--- config.mk ---
export PLATFORM = sky130hd
export DESIGN_NAME = sd_card_spi_host_sequencer_unit
export DESIGN_NICKNAME = d
export VERILOG_FILES = /design/src/design/sdspi_pkg.sv /design/src/design/sdspi_csr.sv /design/src/design/sdspi_seq.sv /design/src/design/sd_card_spi_host_sequencer_unit.sv
export SDC_FILE = /design/constraint.sdc
export NUM_CORES = 1
export LEC_CHECK = 0
export ABC_AREA = 1
export BUFFER_PORTS_ARGS = -buffer_cell sky130_fd_sc_hd__buf_2
export CAP_MARGIN = 20
export CORE_UTILIZATION = 55
export DETAILED_ROUTE_END_ITERATION = 12
export HOLD_SLACK_MARGIN = 0.05
export PLACE_DENSITY = 0.74
export SYNTH_ARGS = -nofsm -noshare
export SYNTH_HDL_FRONTEND = slang
export SYNTH_SLANG_ARGS = --single-unit
--- constraint.sdc ---
create_clock -name clock -period 3.74 [get_ports clock]
set_clock_uncertainty 0.05 [all_clocks]
set_input_delay 0.748 -clock clock [delete_from_list [all_inputs] [get_ports clock]]
set_output_delay 0.748 -clock clock [all_outputs]
set_load 0.03 [all_outputs]
--- src/design/sdspi_pkg.sv ---
package sdspi_pkg;

   localparam int BLOCK_BYTES   = 512;
   localparam int POWERUP_BYTES = 10;

   // request opcodes
   localparam logic [2:0] OP_INIT  = 3'd0;
   localparam logic [2:0] OP_READ  = 3'd1;
   localparam logic [2:0] OP_WRITE = 3'd2;
   localparam logic [2:0] OP_PAY   = 3'd3;
   localparam logic [2:0] OP_MISO  = 3'd4;
   localparam logic [2:0] OP_TICK  = 3'd5;

   // configuration register indexes
   localparam logic [1:0] CSR_INIT_TO  = 2'd0;
   localparam logic [1:0] CSR_READ_TO  = 2'd1;
   localparam logic [1:0] CSR_WRITE_TO = 2'd2;

   // sequencer phases
   localparam logic [5:0] PH_IDLE   = 6'd0;
   localparam logic [5:0] PH_PWRUP  = 6'd1;
   localparam logic [5:0] PH_CBUSY  = 6'd2;
   localparam logic [5:0] PH_CFRAME = 6'd3;
   localparam logic [5:0] PH_CPOLL  = 6'd4;
   localparam logic [5:0] PH_R7     = 6'd5;
   localparam logic [5:0] PH_OCR    = 6'd6;
   localparam logic [5:0] PH_RTOKEN = 6'd7;
   localparam logic [5:0] PH_RDATA  = 6'd8;
   localparam logic [5:0] PH_WTOKEN = 6'd9;
   localparam logic [5:0] PH_WNEED  = 6'd10;
   localparam logic [5:0] PH_WDATA  = 6'd11;
   localparam logic [5:0] PH_WCRC1  = 6'd12;
   localparam logic [5:0] PH_WCRC2  = 6'd13;
   localparam logic [5:0] PH_WRESP  = 6'd14;
   localparam logic [5:0] PH_WBUSY  = 6'd15;
   localparam logic [5:0] PH_WR2    = 6'd16;
   localparam logic [5:0] RET_CMD0  = 6'd20;
   localparam logic [5:0] RET_CMD8  = 6'd21;
   localparam logic [5:0] RET_A55   = 6'd22;
   localparam logic [5:0] RET_A41   = 6'd23;
   localparam logic [5:0] RET_CMD58 = 6'd24;
   localparam logic [5:0] RET_CMD17 = 6'd25;
   localparam logic [5:0] RET_CMD24 = 6'd26;
   localparam logic [5:0] RET_CMD13 = 6'd27;

   // card kinds
   localparam logic [1:0] KIND_UNKNOWN = 2'd0;
   localparam logic [1:0] KIND_SD1     = 2'd1;
   localparam logic [1:0] KIND_SD2     = 2'd2;
   localparam logic [1:0] KIND_SDHC    = 2'd3;

   // status codes
   localparam logic [3:0] ST_OK        = 4'd0;
   localparam logic [3:0] ST_CMD0      = 4'd1;
   localparam logic [3:0] ST_CMD8      = 4'd2;
   localparam logic [3:0] ST_ACMD41    = 4'd3;
   localparam logic [3:0] ST_CMD58     = 4'd4;
   localparam logic [3:0] ST_CMD17     = 4'd5;
   localparam logic [3:0] ST_RD_TO     = 4'd6;
   localparam logic [3:0] ST_RD_TOKEN  = 4'd7;
   localparam logic [3:0] ST_BLOCK0    = 4'd8;
   localparam logic [3:0] ST_CMD24     = 4'd9;
   localparam logic [3:0] ST_REJECT    = 4'd10;
   localparam logic [3:0] ST_WR_TO     = 4'd11;
   localparam logic [3:0] ST_PROG      = 4'd12;

   typedef struct packed {
      logic [2:0]  opcode;
      logic [31:0] block_number;
      logic [7:0]  payload_byte;
      logic [7:0]  miso_byte;
   } req_type;

   typedef struct packed {
      logic       tx_valid;
      logic [7:0] tx_byte;
      logic       chip_select;
      logic       read_valid;
      logic [7:0] read_byte;
      logic       need_payload;
      logic       done_res;
      logic [3:0] status;
      logic [1:0] card_kind;
   } rsp_type;

   typedef struct packed {
      logic [15:0] init_to;
      logic [15:0] read_to;
      logic [15:0] write_to;
   } cfg_type;

endpackage

--- src/design/sdspi_csr.sv ---
module sdspi_csr (
   input  logic                 clock,
   input  logic                 reset,
   input  logic                 csr_valid,
   output logic                 csr_ready,
   input  logic [1:0]           csr_index,
   input  logic [15:0]          csr_data,
   output sdspi_pkg::cfg_type   cfg
);

   sdspi_pkg::cfg_type cfg_ff, cfg_in;

   assign csr_ready = 1'b1;
   assign cfg = cfg_ff;

   // register write decode
   always_comb begin
      cfg_in = cfg_ff;
      if (csr_valid) begin
         case (csr_index)
            sdspi_pkg::CSR_INIT_TO:  cfg_in.init_to  = csr_data;
            sdspi_pkg::CSR_READ_TO:  cfg_in.read_to  = csr_data;
            sdspi_pkg::CSR_WRITE_TO: cfg_in.write_to = csr_data;
            default: ;
         endcase
      end
   end

   always_ff @(posedge clock) begin
      if (reset) begin
         cfg_ff <= '{init_to: 16'd2000, read_to: 16'd300, write_to: 16'd600};
      end else begin
         cfg_ff <= cfg_in;
      end
   end

endmodule

--- src/design/sdspi_seq.sv ---
module sdspi_seq (
   input  logic                 clock,
   input  logic                 reset,
   input  logic                 in_valid,
   input  sdspi_pkg::req_type   req,
   input  sdspi_pkg::cfg_type   cfg,
   output logic                 res_valid,
   output sdspi_pkg::rsp_type   res
);

   logic [5:0]  phase_ff, phase_in, ret_ff, ret_in;
   logic [1:0]  kind_ff, kind_in;
   logic [9:0]  bcnt_ff, bcnt_in;
   logic [7:0]  poll_ff, poll_in;
   logic [15:0] ielap_ff, ielap_in, welap_ff, welap_in;
   logic [5:0]  cidx_ff, cidx_in;
   logic [31:0] carg_ff, carg_in;
   logic [7:0]  lresp_ff, lresp_in;

   logic [7:0]  m, r;
   logic [9:0]  bcnt_inc;
   logic [31:0] addr;
   logic [2:0]  fsel;
   logic [7:0]  fbyte;

   // outcome of one item
   logic       emit;
   logic       o_txv, o_cs, o_rv, o_np, o_dn;
   logic [7:0] o_tx, o_rb;
   logic [3:0] o_st;
   logic       go_cmd;
   logic [5:0] c_idx, c_ret;
   logic [31:0] c_arg;

   assign m = req.miso_byte;
   assign bcnt_inc = bcnt_ff + 10'd1;
   assign addr = (kind_ff != sdspi_pkg::KIND_SDHC) ? {req.block_number[22:0], 9'd0}
                                                   : req.block_number;

   // command frame byte selected by position
   always_comb begin
      case (fsel)
         3'd0: fbyte = {2'b01, cidx_ff};
         3'd1: fbyte = carg_ff[31:24];
         3'd2: fbyte = carg_ff[23:16];
         3'd3: fbyte = carg_ff[15:8];
         3'd4: fbyte = carg_ff[7:0];
         default: fbyte = (cidx_ff == 6'd0) ? 8'h95 : (cidx_ff == 6'd8) ? 8'h87 : 8'hFF;
      endcase
   end

   // sequencer decision
   always_comb begin
      phase_in = phase_ff; ret_in = ret_ff; kind_in = kind_ff; bcnt_in = bcnt_ff;
      poll_in = poll_ff; ielap_in = ielap_ff; welap_in = welap_ff;
      cidx_in = cidx_ff; carg_in = carg_ff; lresp_in = lresp_ff;
      emit = 1'b0; o_txv = 1'b0; o_tx = 8'h00; o_cs = 1'b0; o_rv = 1'b0; o_rb = 8'h00;
      o_np = 1'b0; o_dn = 1'b0; o_st = sdspi_pkg::ST_OK;
      go_cmd = 1'b0; c_idx = 6'd0; c_arg = 32'd0; c_ret = sdspi_pkg::RET_CMD0;
      fsel = 3'd0;
      r = m;
      if (in_valid) begin
         case (req.opcode)
            sdspi_pkg::OP_INIT: begin
               if (phase_ff == sdspi_pkg::PH_IDLE) begin
                  kind_in = sdspi_pkg::KIND_UNKNOWN; ielap_in = 16'd0; bcnt_in = 10'd0;
                  phase_in = sdspi_pkg::PH_PWRUP;
                  emit = 1'b1; o_txv = 1'b1; o_tx = 8'hFF;
               end
            end
            sdspi_pkg::OP_READ: begin
               if (phase_ff == sdspi_pkg::PH_IDLE) begin
                  go_cmd = 1'b1; c_idx = 6'd17; c_arg = addr; c_ret = sdspi_pkg::RET_CMD17;
               end
            end
            sdspi_pkg::OP_WRITE: begin
               if (phase_ff == sdspi_pkg::PH_IDLE) begin
                  if (req.block_number == 32'd0) begin
                     emit = 1'b1; o_dn = 1'b1; o_st = sdspi_pkg::ST_BLOCK0;
                  end else begin
                     go_cmd = 1'b1; c_idx = 6'd24; c_arg = addr; c_ret = sdspi_pkg::RET_CMD24;
                  end
               end
            end
            sdspi_pkg::OP_PAY: begin
               if (phase_ff == sdspi_pkg::PH_WNEED) begin
                  phase_in = sdspi_pkg::PH_WDATA;
                  emit = 1'b1; o_txv = 1'b1; o_cs = 1'b1; o_tx = req.payload_byte;
               end
            end
            sdspi_pkg::OP_TICK: begin
               if (phase_ff != sdspi_pkg::PH_IDLE) begin
                  if (ielap_ff != 16'hFFFF) ielap_in = ielap_ff + 16'd1;
                  if (welap_ff != 16'hFFFF) welap_in = welap_ff + 16'd1;
               end
            end
            sdspi_pkg::OP_MISO: begin
               if (phase_ff != sdspi_pkg::PH_IDLE && phase_ff != sdspi_pkg::PH_WNEED) begin
                  emit = 1'b1; o_txv = 1'b1; o_cs = 1'b1; o_tx = 8'hFF;
                  case (phase_ff)
                     sdspi_pkg::PH_PWRUP: begin
                        bcnt_in = bcnt_inc;
                        if (bcnt_inc < 10'(sdspi_pkg::POWERUP_BYTES)) o_cs = 1'b0;
                        else begin
                           go_cmd = 1'b1; c_idx = 6'd0; c_ret = sdspi_pkg::RET_CMD0;
                        end
                     end
                     sdspi_pkg::PH_CBUSY: begin
                        if (m == 8'hFF || welap_ff >= cfg.read_to) begin
                           bcnt_in = 10'd0; phase_in = sdspi_pkg::PH_CFRAME;
                           fsel = 3'd0; o_tx = fbyte;
                        end
                     end
                     sdspi_pkg::PH_CFRAME: begin
                        bcnt_in = bcnt_inc;
                        if (bcnt_inc < 10'd6) begin
                           fsel = bcnt_inc[2:0]; o_tx = fbyte;
                        end else begin
                           poll_in = 8'd0; phase_in = sdspi_pkg::PH_CPOLL;
                        end
                     end
                     sdspi_pkg::PH_CPOLL: begin
                        if (m[7] && poll_ff != 8'hFF) poll_in = poll_ff + 8'd1;
                        else begin
                           lresp_in = m;
                           case (ret_ff)
                              sdspi_pkg::RET_CMD0: begin
                                 if (r == 8'h01) begin
                                    go_cmd = 1'b1; c_idx = 6'd8; c_arg = 32'h1AA;
                                    c_ret = sdspi_pkg::RET_CMD8;
                                 end else if (ielap_ff > cfg.init_to) begin
                                    o_dn = 1'b1; o_st = sdspi_pkg::ST_CMD0;
                                 end else begin
                                    go_cmd = 1'b1; c_idx = 6'd0; c_ret = sdspi_pkg::RET_CMD0;
                                 end
                              end
                              sdspi_pkg::RET_CMD8: begin
                                 if (r[2]) begin
                                    kind_in = sdspi_pkg::KIND_SD1;
                                    go_cmd = 1'b1; c_idx = 6'd55; c_ret = sdspi_pkg::RET_A55;
                                 end else begin
                                    bcnt_in = 10'd0; phase_in = sdspi_pkg::PH_R7;
                                 end
                              end
                              sdspi_pkg::RET_A55: begin
                                 go_cmd = 1'b1; c_idx = 6'd41; c_ret = sdspi_pkg::RET_A41;
                                 c_arg = (kind_ff == sdspi_pkg::KIND_SD2) ? 32'h4000_0000 : 32'd0;
                              end
                              sdspi_pkg::RET_A41: begin
                                 if (r == 8'd0) begin
                                    if (kind_ff == sdspi_pkg::KIND_SD2) begin
                                       go_cmd = 1'b1; c_idx = 6'd58;
                                       c_ret = sdspi_pkg::RET_CMD58;
                                    end else o_dn = 1'b1;
                                 end else if (ielap_ff > cfg.init_to) begin
                                    o_dn = 1'b1; o_st = sdspi_pkg::ST_ACMD41;
                                 end else begin
                                    go_cmd = 1'b1; c_idx = 6'd55; c_ret = sdspi_pkg::RET_A55;
                                 end
                              end
                              sdspi_pkg::RET_CMD58: begin
                                 if (r != 8'd0) begin
                                    o_dn = 1'b1; o_st = sdspi_pkg::ST_CMD58;
                                 end else begin
                                    bcnt_in = 10'd0; phase_in = sdspi_pkg::PH_OCR;
                                 end
                              end
                              sdspi_pkg::RET_CMD17: begin
                                 if (r != 8'd0) begin
                                    o_dn = 1'b1; o_st = sdspi_pkg::ST_CMD17;
                                 end else begin
                                    welap_in = 16'd0; phase_in = sdspi_pkg::PH_RTOKEN;
                                 end
                              end
                              sdspi_pkg::RET_CMD24: begin
                                 if (r != 8'd0) begin
                                    o_dn = 1'b1; o_st = sdspi_pkg::ST_CMD24;
                                 end else begin
                                    phase_in = sdspi_pkg::PH_WTOKEN; o_tx = 8'hFE;
                                 end
                              end
                              sdspi_pkg::RET_CMD13: begin
                                 if (r != 8'd0) begin
                                    o_dn = 1'b1; o_st = sdspi_pkg::ST_PROG;
                                 end else phase_in = sdspi_pkg::PH_WR2;
                              end
                              default: begin
                                 phase_in = sdspi_pkg::PH_IDLE; emit = 1'b0;
                              end
                           endcase
                        end
                     end
                     sdspi_pkg::PH_R7: begin
                        bcnt_in = bcnt_inc;
                        if (bcnt_inc >= 10'd4) begin
                           if (m != 8'hAA) begin
                              o_dn = 1'b1; o_st = sdspi_pkg::ST_CMD8;
                           end else begin
                              kind_in = sdspi_pkg::KIND_SD2;
                              go_cmd = 1'b1; c_idx = 6'd55; c_ret = sdspi_pkg::RET_A55;
                           end
                        end
                     end
                     sdspi_pkg::PH_OCR: begin
                        if (bcnt_ff == 10'd0 && m[7:6] == 2'b11) kind_in = sdspi_pkg::KIND_SDHC;
                        bcnt_in = bcnt_inc;
                        if (bcnt_inc >= 10'd4) o_dn = 1'b1;
                     end
                     sdspi_pkg::PH_RTOKEN: begin
                        if (m == 8'hFF) begin
                           if (welap_ff > cfg.read_to) begin
                              o_dn = 1'b1; o_st = sdspi_pkg::ST_RD_TO;
                           end
                        end else if (m != 8'hFE) begin
                           o_dn = 1'b1; o_st = sdspi_pkg::ST_RD_TOKEN;
                        end else begin
                           bcnt_in = 10'd0; phase_in = sdspi_pkg::PH_RDATA;
                        end
                     end
                     sdspi_pkg::PH_RDATA: begin
                        bcnt_in = bcnt_inc;
                        o_rv = 1'b1; o_rb = m;
                        if (bcnt_inc >= 10'(sdspi_pkg::BLOCK_BYTES)) o_dn = 1'b1;
                     end
                     sdspi_pkg::PH_WTOKEN: begin
                        bcnt_in = 10'd0; phase_in = sdspi_pkg::PH_WNEED;
                        o_txv = 1'b0; o_np = 1'b1;
                     end
                     sdspi_pkg::PH_WDATA: begin
                        bcnt_in = bcnt_inc;
                        if (bcnt_inc < 10'(sdspi_pkg::BLOCK_BYTES)) begin
                           phase_in = sdspi_pkg::PH_WNEED; o_txv = 1'b0; o_np = 1'b1;
                        end else phase_in = sdspi_pkg::PH_WCRC1;
                     end
                     sdspi_pkg::PH_WCRC1: phase_in = sdspi_pkg::PH_WCRC2;
                     sdspi_pkg::PH_WCRC2: phase_in = sdspi_pkg::PH_WRESP;
                     sdspi_pkg::PH_WRESP: begin
                        if (m[4:0] != 5'h05) begin
                           o_dn = 1'b1; o_st = sdspi_pkg::ST_REJECT;
                        end else begin
                           welap_in = 16'd0; phase_in = sdspi_pkg::PH_WBUSY;
                        end
                     end
                     sdspi_pkg::PH_WBUSY: begin
                        if (m == 8'hFF) begin
                           go_cmd = 1'b1; c_idx = 6'd13; c_ret = sdspi_pkg::RET_CMD13;
                        end else if (welap_ff >= cfg.write_to) begin
                           o_dn = 1'b1; o_st = sdspi_pkg::ST_WR_TO;
                        end
                     end
                     sdspi_pkg::PH_WR2: begin
                        o_dn = 1'b1;
                        o_st = (m != 8'd0) ? sdspi_pkg::ST_PROG : sdspi_pkg::ST_OK;
                     end
                     default: emit = 1'b0;
                  endcase
               end
            end
            default: ;
         endcase
         // command launch: busy wait before the frame
         if (go_cmd) begin
            cidx_in = c_idx; carg_in = c_arg; ret_in = c_ret; welap_in = 16'd0;
            phase_in = sdspi_pkg::PH_CBUSY;
            emit = 1'b1; o_txv = 1'b1; o_tx = 8'hFF; o_cs = 1'b1;
         end
         // done item deselects the card
         if (o_dn) begin
            phase_in = sdspi_pkg::PH_IDLE; o_txv = 1'b0; o_cs = 1'b0; emit = 1'b1;
         end
      end
   end

   assign res_valid = emit;
   assign res = '{tx_valid: o_txv, tx_byte: o_txv ? o_tx : 8'h00, chip_select: o_cs,
                  read_valid: o_rv, read_byte: o_rv ? o_rb : 8'h00, need_payload: o_np,
                  done_res: o_dn, status: o_dn ? o_st : 4'd0, card_kind: kind_in};

   always_ff @(posedge clock) begin
      if (reset) begin
         phase_ff <= sdspi_pkg::PH_IDLE; ret_ff <= sdspi_pkg::PH_IDLE;
         kind_ff <= sdspi_pkg::KIND_UNKNOWN; bcnt_ff <= '0; poll_ff <= '0;
         ielap_ff <= '0; welap_ff <= '0; cidx_ff <= '0; carg_ff <= '0; lresp_ff <= '0;
      end else begin
         phase_ff <= phase_in; ret_ff <= ret_in; kind_ff <= kind_in; bcnt_ff <= bcnt_in;
         poll_ff <= poll_in; ielap_ff <= ielap_in; welap_ff <= welap_in;
         cidx_ff <= cidx_in; carg_ff <= carg_in; lresp_ff <= lresp_in;
      end
   end

endmodule

--- src/design/sd_card_spi_host_sequencer_unit.sv ---
// path: input register, combinational sequencer, result register
// throughput: one item per cycle while the result side does not stall
// results wait in the result register; the input stage takes a new item while it
// is empty or the next stage can move, so a stalled output backs up to the input
// reset: synchronous, active high; phase idle, kind unknown, timeouts 2000/300/600 ticks
module sd_card_spi_host_sequencer_unit (
   input  logic        clock,
   input  logic        reset,
   input  logic        req_valid,
   output logic        req_stall,
   input  logic [2:0]  req_opcode,
   input  logic [31:0] req_block_number,
   input  logic [7:0]  req_payload_byte,
   input  logic [7:0]  req_miso_byte,
   output logic        rsp_valid,
   input  logic        rsp_stall,
   output logic        rsp_tx_valid,
   output logic [7:0]  rsp_tx_byte,
   output logic        rsp_chip_select,
   output logic        rsp_read_valid,
   output logic [7:0]  rsp_read_byte,
   output logic        rsp_need_payload,
   output logic        rsp_done_res,
   output logic [3:0]  rsp_status,
   output logic [1:0]  rsp_card_kind,
   input  logic        csr_valid,
   output logic        csr_ready,
   input  logic [1:0]  csr_index,
   input  logic [15:0] csr_data
);

   sdspi_pkg::cfg_type cfg;
   sdspi_pkg::req_type req_ff, req_in;
   sdspi_pkg::rsp_type rsp_ff, res;
   logic in_vld_ff, in_vld_in, out_vld_ff, out_vld_in, res_valid, adv;

   sdspi_csr u_csr (
      .clock(clock), .reset(reset), .csr_valid(csr_valid), .csr_ready(csr_ready),
      .csr_index(csr_index), .csr_data(csr_data), .cfg(cfg)
   );

   // input register moves when the result register can take its item
   assign adv = !out_vld_ff || !rsp_stall;
   assign req_stall = in_vld_ff && !adv;
   assign req_in = '{opcode: req_opcode, block_number: req_block_number,
                     payload_byte: req_payload_byte, miso_byte: req_miso_byte};
   assign in_vld_in = req_stall ? in_vld_ff : req_valid;

   sdspi_seq u_seq (
      .clock(clock), .reset(reset), .in_valid(in_vld_ff && adv), .req(req_ff),
      .cfg(cfg), .res_valid(res_valid), .res(res)
   );

   assign out_vld_in = adv ? (in_vld_ff && res_valid) : out_vld_ff;

   always_ff @(posedge clock) begin
      if (reset) begin
         in_vld_ff <= 1'b0; out_vld_ff <= 1'b0;
      end else begin
         in_vld_ff <= in_vld_in; out_vld_ff <= out_vld_in;
      end
   end

   // payload registers
   always_ff @(posedge clock) begin
      if (!req_stall) req_ff <= req_in;
      if (adv) rsp_ff <= res;
   end

   assign rsp_valid        = out_vld_ff;
   assign rsp_tx_valid     = rsp_ff.tx_valid;
   assign rsp_tx_byte      = rsp_ff.tx_byte;
   assign rsp_chip_select  = rsp_ff.chip_select;
   assign rsp_read_valid   = rsp_ff.read_valid;
   assign rsp_read_byte    = rsp_ff.read_byte;
   assign rsp_need_payload = rsp_ff.need_payload;
   assign rsp_done_res     = rsp_ff.done_res;
   assign rsp_status       = rsp_ff.status;
   assign rsp_card_kind    = rsp_ff.card_kind;

endmodule

# == After elaboration in Yosys (flattened, before gate mapping) ==
# Cells that the tools add are included.
# classes
n_addsub,4
n_lt_le_gt_ge,9
eq_ne,86
n_mux,212
bitwise,1
n_reduce_logical,45
# op_table
operator,count
$mux W32,7
$mux W6,30
$mux W16,11
$pmux W16 S2,3
$pmux W32 S3,1
$pmux W6 S3,5
$mux W8,11
$mux W10,8
$mux W4,19
$pmux W32 S2,1
$mux W1,59
$eq A6 B4 Y1 const B,9
$eq A6 B5 Y1 const B,9
$pmux W6 S9,1
$pmux W10 S5,1
$pmux W4 S6,2
$pmux W6 S4,2
$pmux W8 S3,2
$pmux W10 S2,2
$pmux W8 S5,1
$pmux W6 S6,1
$add A16 B1 Y16 const B,2
$ge A16 B16 Y1,2
$gt A16 B16 Y1,2
other kinds (75),166
# totals
ff_bits,230
in_bits,74
output_inout_bits,30
elab_cells,384

# == Logic depth before layout (Yosys ltp) ==
# logic_depth
word_depth,14
mapped_depth,24
mapped_depth_nobuf,24

# == Hierarchy ==
# A second synthesis with hierarchy kept.
# unflattened
cells_unflattened,1776
hier_area_um2,13028.7
# by_module_without_submodules
mod,instances,cells_each,area_per_inst_um2,seq_area_each_um2
sdspi_seq,1,1400,8638.3,2001.9
sd_card_spi_host_sequencer_unit,1,89,2429.8,2382.3
sdspi_csr,1,287,1960.6,960.9

# == Least setup slack after synthesis ==
# No wires, ideal clock.
# synth_path
path_type,input port to flip-flop
start,input port rsp_stall
end,"register rsp_ff (netlist bit rsp_tx_byte[0]), data pin"
setup_ns,0.128
arrival_time_ns,3.276
t_required_ns,3.562
setup_slack_ns,0.285
path_stages,17
n_path_buf,0
path_cell_list,nand2_1 -> nand2_1 -> clkinv_1 -> nand2_1 -> nor2_1 -> inv_2 -> nor2_2 -> nand3_1 -> o21ai_1 -> nor2_1 -> nand3_1 -> nand2_1 -> nand3b_1 -> nand2_1 -> nand3_1 -> nand2_1 -> inv_1
# synth_between
elab_chain_cells,11
word_cells_on_any_way,18
classes_between,eq/ne: 4; mux: 9; reduce/logical: 5
# synth_rtl
element,line_no,text
start: declaration,sd_card_spi_host_sequencer_unit.sv:16,"input logic rsp_stall,"
$logic_not A1 Y1 *,sd_card_spi_host_sequencer_unit.sv:43,assign adv = !out_vld_ff || !rsp_stall;
$logic_or A1 B1 Y1 *,sd_card_spi_host_sequencer_unit.sv:43,
$logic_and A1 B1 Y1 *,sd_card_spi_host_sequencer_unit.sv:50,".clock(clock), .reset(reset), .in_valid(in_vld_ff && adv), .req(req_ff),"
$mux W3,sdspi_seq.sv:62,if (in_valid) begin
"$eq A3 B3 Y1, or another cell as far along",sdspi_seq.sv:42,case (fsel)
$pmux W8 S5,sdspi_seq.sv:42,
$mux W8 (on tied branches),"sdspi_seq.sv:116, sdspi_seq.sv:109",
$pmux W8 S3,sdspi_seq.sv:100,case (phase_ff)
$mux W8,sdspi_seq.sv:98,if (phase_ff != sdspi_pkg::PH_IDLE && phase_ff != sdspi_pkg::PH_WNEED) begin
$pmux W8 S3,sdspi_seq.sv:63,case (req.opcode)
$mux W8,sdspi_seq.sv:262,if (go_cmd) begin
end signal: assignment,sd_card_spi_host_sequencer_unit.sv:67,if (adv) rsp_ff <= res;
end: declaration,sd_card_spi_host_sequencer_unit.sv:34,"sdspi_pkg::rsp_type rsp_ff, res;"
# Every way passes the cells marked *; elsewhere a longest branch is shown, timed or not.
# A chain may end at the register's enable or synchronous reset.

# == Worst setup path in the final report ==
# layout_path
start,register u_seq.poll_ff[0]
end,register u_seq.welap_ff[15]
# layout_between
elab_chain_cells,9
word_cells_on_any_way,18
classes_between,eq/ne: 9; mux: 6; reduce/logical: 3
# layout_rtl
element,line_no,text
start: declaration,sdspi_seq.sv:14,"logic [7:0] poll_ff, poll_in;"
start signal: assignment,sdspi_seq.sv:286,poll_ff <= poll_in; ielap_ff <= ielap_in; welap_ff <= welap_in;
$ne A8 B8 Y1 *,sdspi_seq.sv:123,if (m[7] && poll_ff != 8'hFF) poll_in = poll_ff + 8'd1;
$logic_and A1 B1 Y1 *,sdspi_seq.sv:123,
$mux W1,sdspi_seq.sv:123,
$pmux W1 S4,sdspi_seq.sv:100,
$mux W1,sdspi_seq.sv:98,
$pmux W1 S3,sdspi_seq.sv:63,
$mux W1,sdspi_seq.sv:62,
"$ne A4 B4 Y1 (no source line), or another cell as far along",n/a,
$reduce_and A10 Y1 (no source line),n/a,
end signal: assignment,sdspi_seq.sv:286,
end: declaration,sdspi_seq.sv:15,"logic [15:0] ielap_ff, ielap_in, welap_ff, welap_in;"
# Every way passes the cells marked *; elsewhere a longest branch is shown, timed or not. The select of a mux whose other input is x is not followed.

==> qor.yml <==
timing:
  tns_ps: 0
  finalCritPeriodShare: 0.896
  clock.fmax_ghz: 0.298
  rsz0062_at_grt: "no"
  relSlewSlack: 0.491
  whs_ps: 335
  setup_viol: 0
  tightest_slew_ps: 761
  setup_slack_ps: 389
  drv_slew: 0
  period_needed_ps: 3350
  final-hold-violation-count: 0
logic_synthesis:
  synth_flop_cell: "dfxtp_1"
  ys_seq_area_frac: 0.423
  synthSimpleGateAreaFrac: 0.271
  synthCells: 1682
  synth-compound-area-share: 0.157
  ys_top_cells_by_area: "dfxtp_1 24%, edfxtp_1 19%, nand2_1 8.4%"
  synth_top_family_by_area: "simple AND/OR/NAND/NOR gates"
  synth.distinct_cells: 58
  yosysMostFrequentCell: "nand2_1"
  synth_xor_area_frac: 0.00763
  yosys_warnings: 0
  synth_seq_cells: 228
  synth_mux_area_frac: 0
  syn-cell-area_mm2: 0.0126
  synth_nets: 1809
  synth_top_cell_area_share: 0.238
  synth_area_per_cell_um2: 7.51
  synthAdderAreaFrac: 0.0525
  yosys-top-cells-count: "282 x nand2_1, 226 x inv_1, 207 x nor2_1, 150 x dfxtp_1, 141 x a21oi_1"
  synth_area_leader_cell: "dfxtp_1"
  async_reset_ff_frac: 0
  synth_edf_count: 78
placed_design:
  detailedPlace.worstSlack_ps: 373
  io_buffer_count: 102
  dp.cells: 2044
  dp_hpwl_um: 25800
  place.gp.congestion: 0.994
  place_area_mm2: 0.0135
setup_path:
  critPathLaunch: "u_seq.poll_ff[0]"
  worst-r2r-setup-slack_ps: 390
  path_class: "reg2reg"
  cp_max_fo: 17
  reg2reg_to: "u_seq.welap_ff[15]"
  arrival_ps: 3760
  cp-start-kind: "flop"
  reg2reg_depth: 17
  cp_data_required_time_ps: 4140
  r2r-start: "u_seq.poll_ff[0]"
  end_kind: "flop"
power:
  swShare: 0.255
  power_mw: 6.10
  power.switching_mw: 1.55
  power.share.combinational: 0.111
  cellInternalPower_mw: 4.54
  pwr-share-clk: 0.440
  powerDensity_mw_per_mm2: 424
  p_leak_nw: 6.17
  vdd_drop_max_v: 0.000370
  p_seq_frac: 0.448
grt:
  grt_pass1_wl_um: 55500
  overflow: 0
  grt_max_degree: 73
  antenna_found_initial: 0
  track_usage: 0.293
  grt_pass1_vias: 10937
job:
  maxCapViolations: 0
finish:
  final_layout_size_suffix_gt1_frac: 0.129
  area_delta_synth_final_pct: 13.9
  final_core_util: 0.637
  nets: 1913
  diodes: 0
  fin_area_mm2: 0.0144
  nFillCells: 2029
  fin_cells: 2090
floorplan:
  die_width_um: 154
  io_pins: 104
  die_h_um: 154
  start_util: 0.559
  core-area_mm2: 0.0226
  rows: 55
  dieArea_mm2: 0.0236
clock_network:
  root_buffer: "clkbuf_16"
  ctsHoldBuffers: 0
  cts_buffer_depth: 3
  postCtsSetupBuffers: 0
  numClockSinks: 228
  numCtsBuffers: 25
  clk_pin_slew_ps: 60
  cts_tree: "yes"
  cts_max_level: 1
  clk_latency_ps: 530
  ctsResizeCount: 0
worst_hold_path:
  worstHoldPathType: "in2reg"
  worstHoldEndpoint: "req_ff[26]"
  hold_depth: 1
  min_from: "req_block_number[10]"
drt:
  via_count: 11795
  wl_per_cell_um: 16.4
  routed_wl_um: 34300
  dr.pass1.iters: 5
  route.antenna.remaining_nets: 0
  drt_iter0_drc: 897
  drc: 0
  vias_per_cell: 5.64
status:
  status: "complete, no violations"
[cell type report]
class | instances | area (µm²) | share of cell area
multi-input cells | 1166 | 6180 | 0.429
flip-flops and latches | 228 | 5350 | 0.372
inverters | 242 | 908 | 0.0632
clock buffers | 35 | 777 | 0.0540
repair buffers | 123 | 681 | 0.0473
well taps | 285 | 357 | 0.0248
clock inverters | 11 | 138 | 0.00957
[power by group through the flow]
stage | logic (mW) | clock network, mW | registers [mW]
final | 0.679 | 2.68 | 2.73
after global routing | 0.758 | 2.83 | 2.74
after detailed placement | 0.666 | 0 | 2.78
after global placement | 0.655 | 0 | 2.78
after floorplan | 0.451 | 0 | 2.79
after CTS | 0.672 | 2.72 | 2.73
[per-layer routing]
metal  global-route usage  vias to the layer above  wire length (µm)
met5                    0                        -                 0
met3               0.0349                       82              2170
met2                0.470                      415             15700
li1                     -                     5889                 -
met1                0.409                     5409             15400
met4                0.100                        0              1110
[how the worst max path moves through the flow]
stage / to / cells past startpoint
after floorplan: rsp_tx_byte[0] / 17
after global placement: u_seq.welap_ff[7] / 18
after detailed placement: u_seq.welap_ff[10] / 21
after CTS: u_seq.welap_ff[10] / 21
after global routing: u_seq.welap_ff[15] / 17
final: u_seq.welap_ff[15] / 17
[state kept, by name, summed over array words and instances, names as in the netlist, 4 cells and up]
signal          cells
req_ff             51
rsp_status          4
u_seq.poll_ff       8
u_seq.ielap_ff     16
rsp_read_byte       8
u_seq.welap_ff     16
u_csr.cfg          48
u_seq.phase_ff      5
u_seq.ret_ff        5
u_seq.carg_ff      32
u_seq.bcnt_ff      10
u_seq.cidx_ff       6
rsp_tx_byte         8
[cells by family (layout without fill, tap and decap cells)]
kind of cell    Yosys count  after routing
compound gates          347            347
xor+xnor                 11             11
fa+ha+maj                53             53
buf+inv                 288            411
flops                   228            228
other cells               1              1
simple gates            754            754
[critical path: stages, from the launching register on]
cell and delay (ps):
dfxtp_1 350, ha_1 170, nand2_1 90, nor3_1 390, a21oi_1 270, nor2_1 150, inv_1 160, nor2_1 220
nand2_1 110, nand2_1 80, nand2_1 80, nand2_4 200, inv_2 180, o21ai_2 130, nand2_4 160, inv_2 270
nand2_1 90, a21oi_1 140
[placed cells by master, fill, tap and decap left out, types with 28 or more instances in the layout]
cell type / count
a21oi_1: 141
buf_2: 102
clkbuf_16: 28
dfxtp_1: 150
edfxtp_1: 78
ha_1: 53
inv_1: 224
nand2_1: 282
nand3_1: 89
nand4_1: 35
nor2_1: 206
nor3_1: 75
o21ai_0: 108
Power figures use the tool's default switching activity.
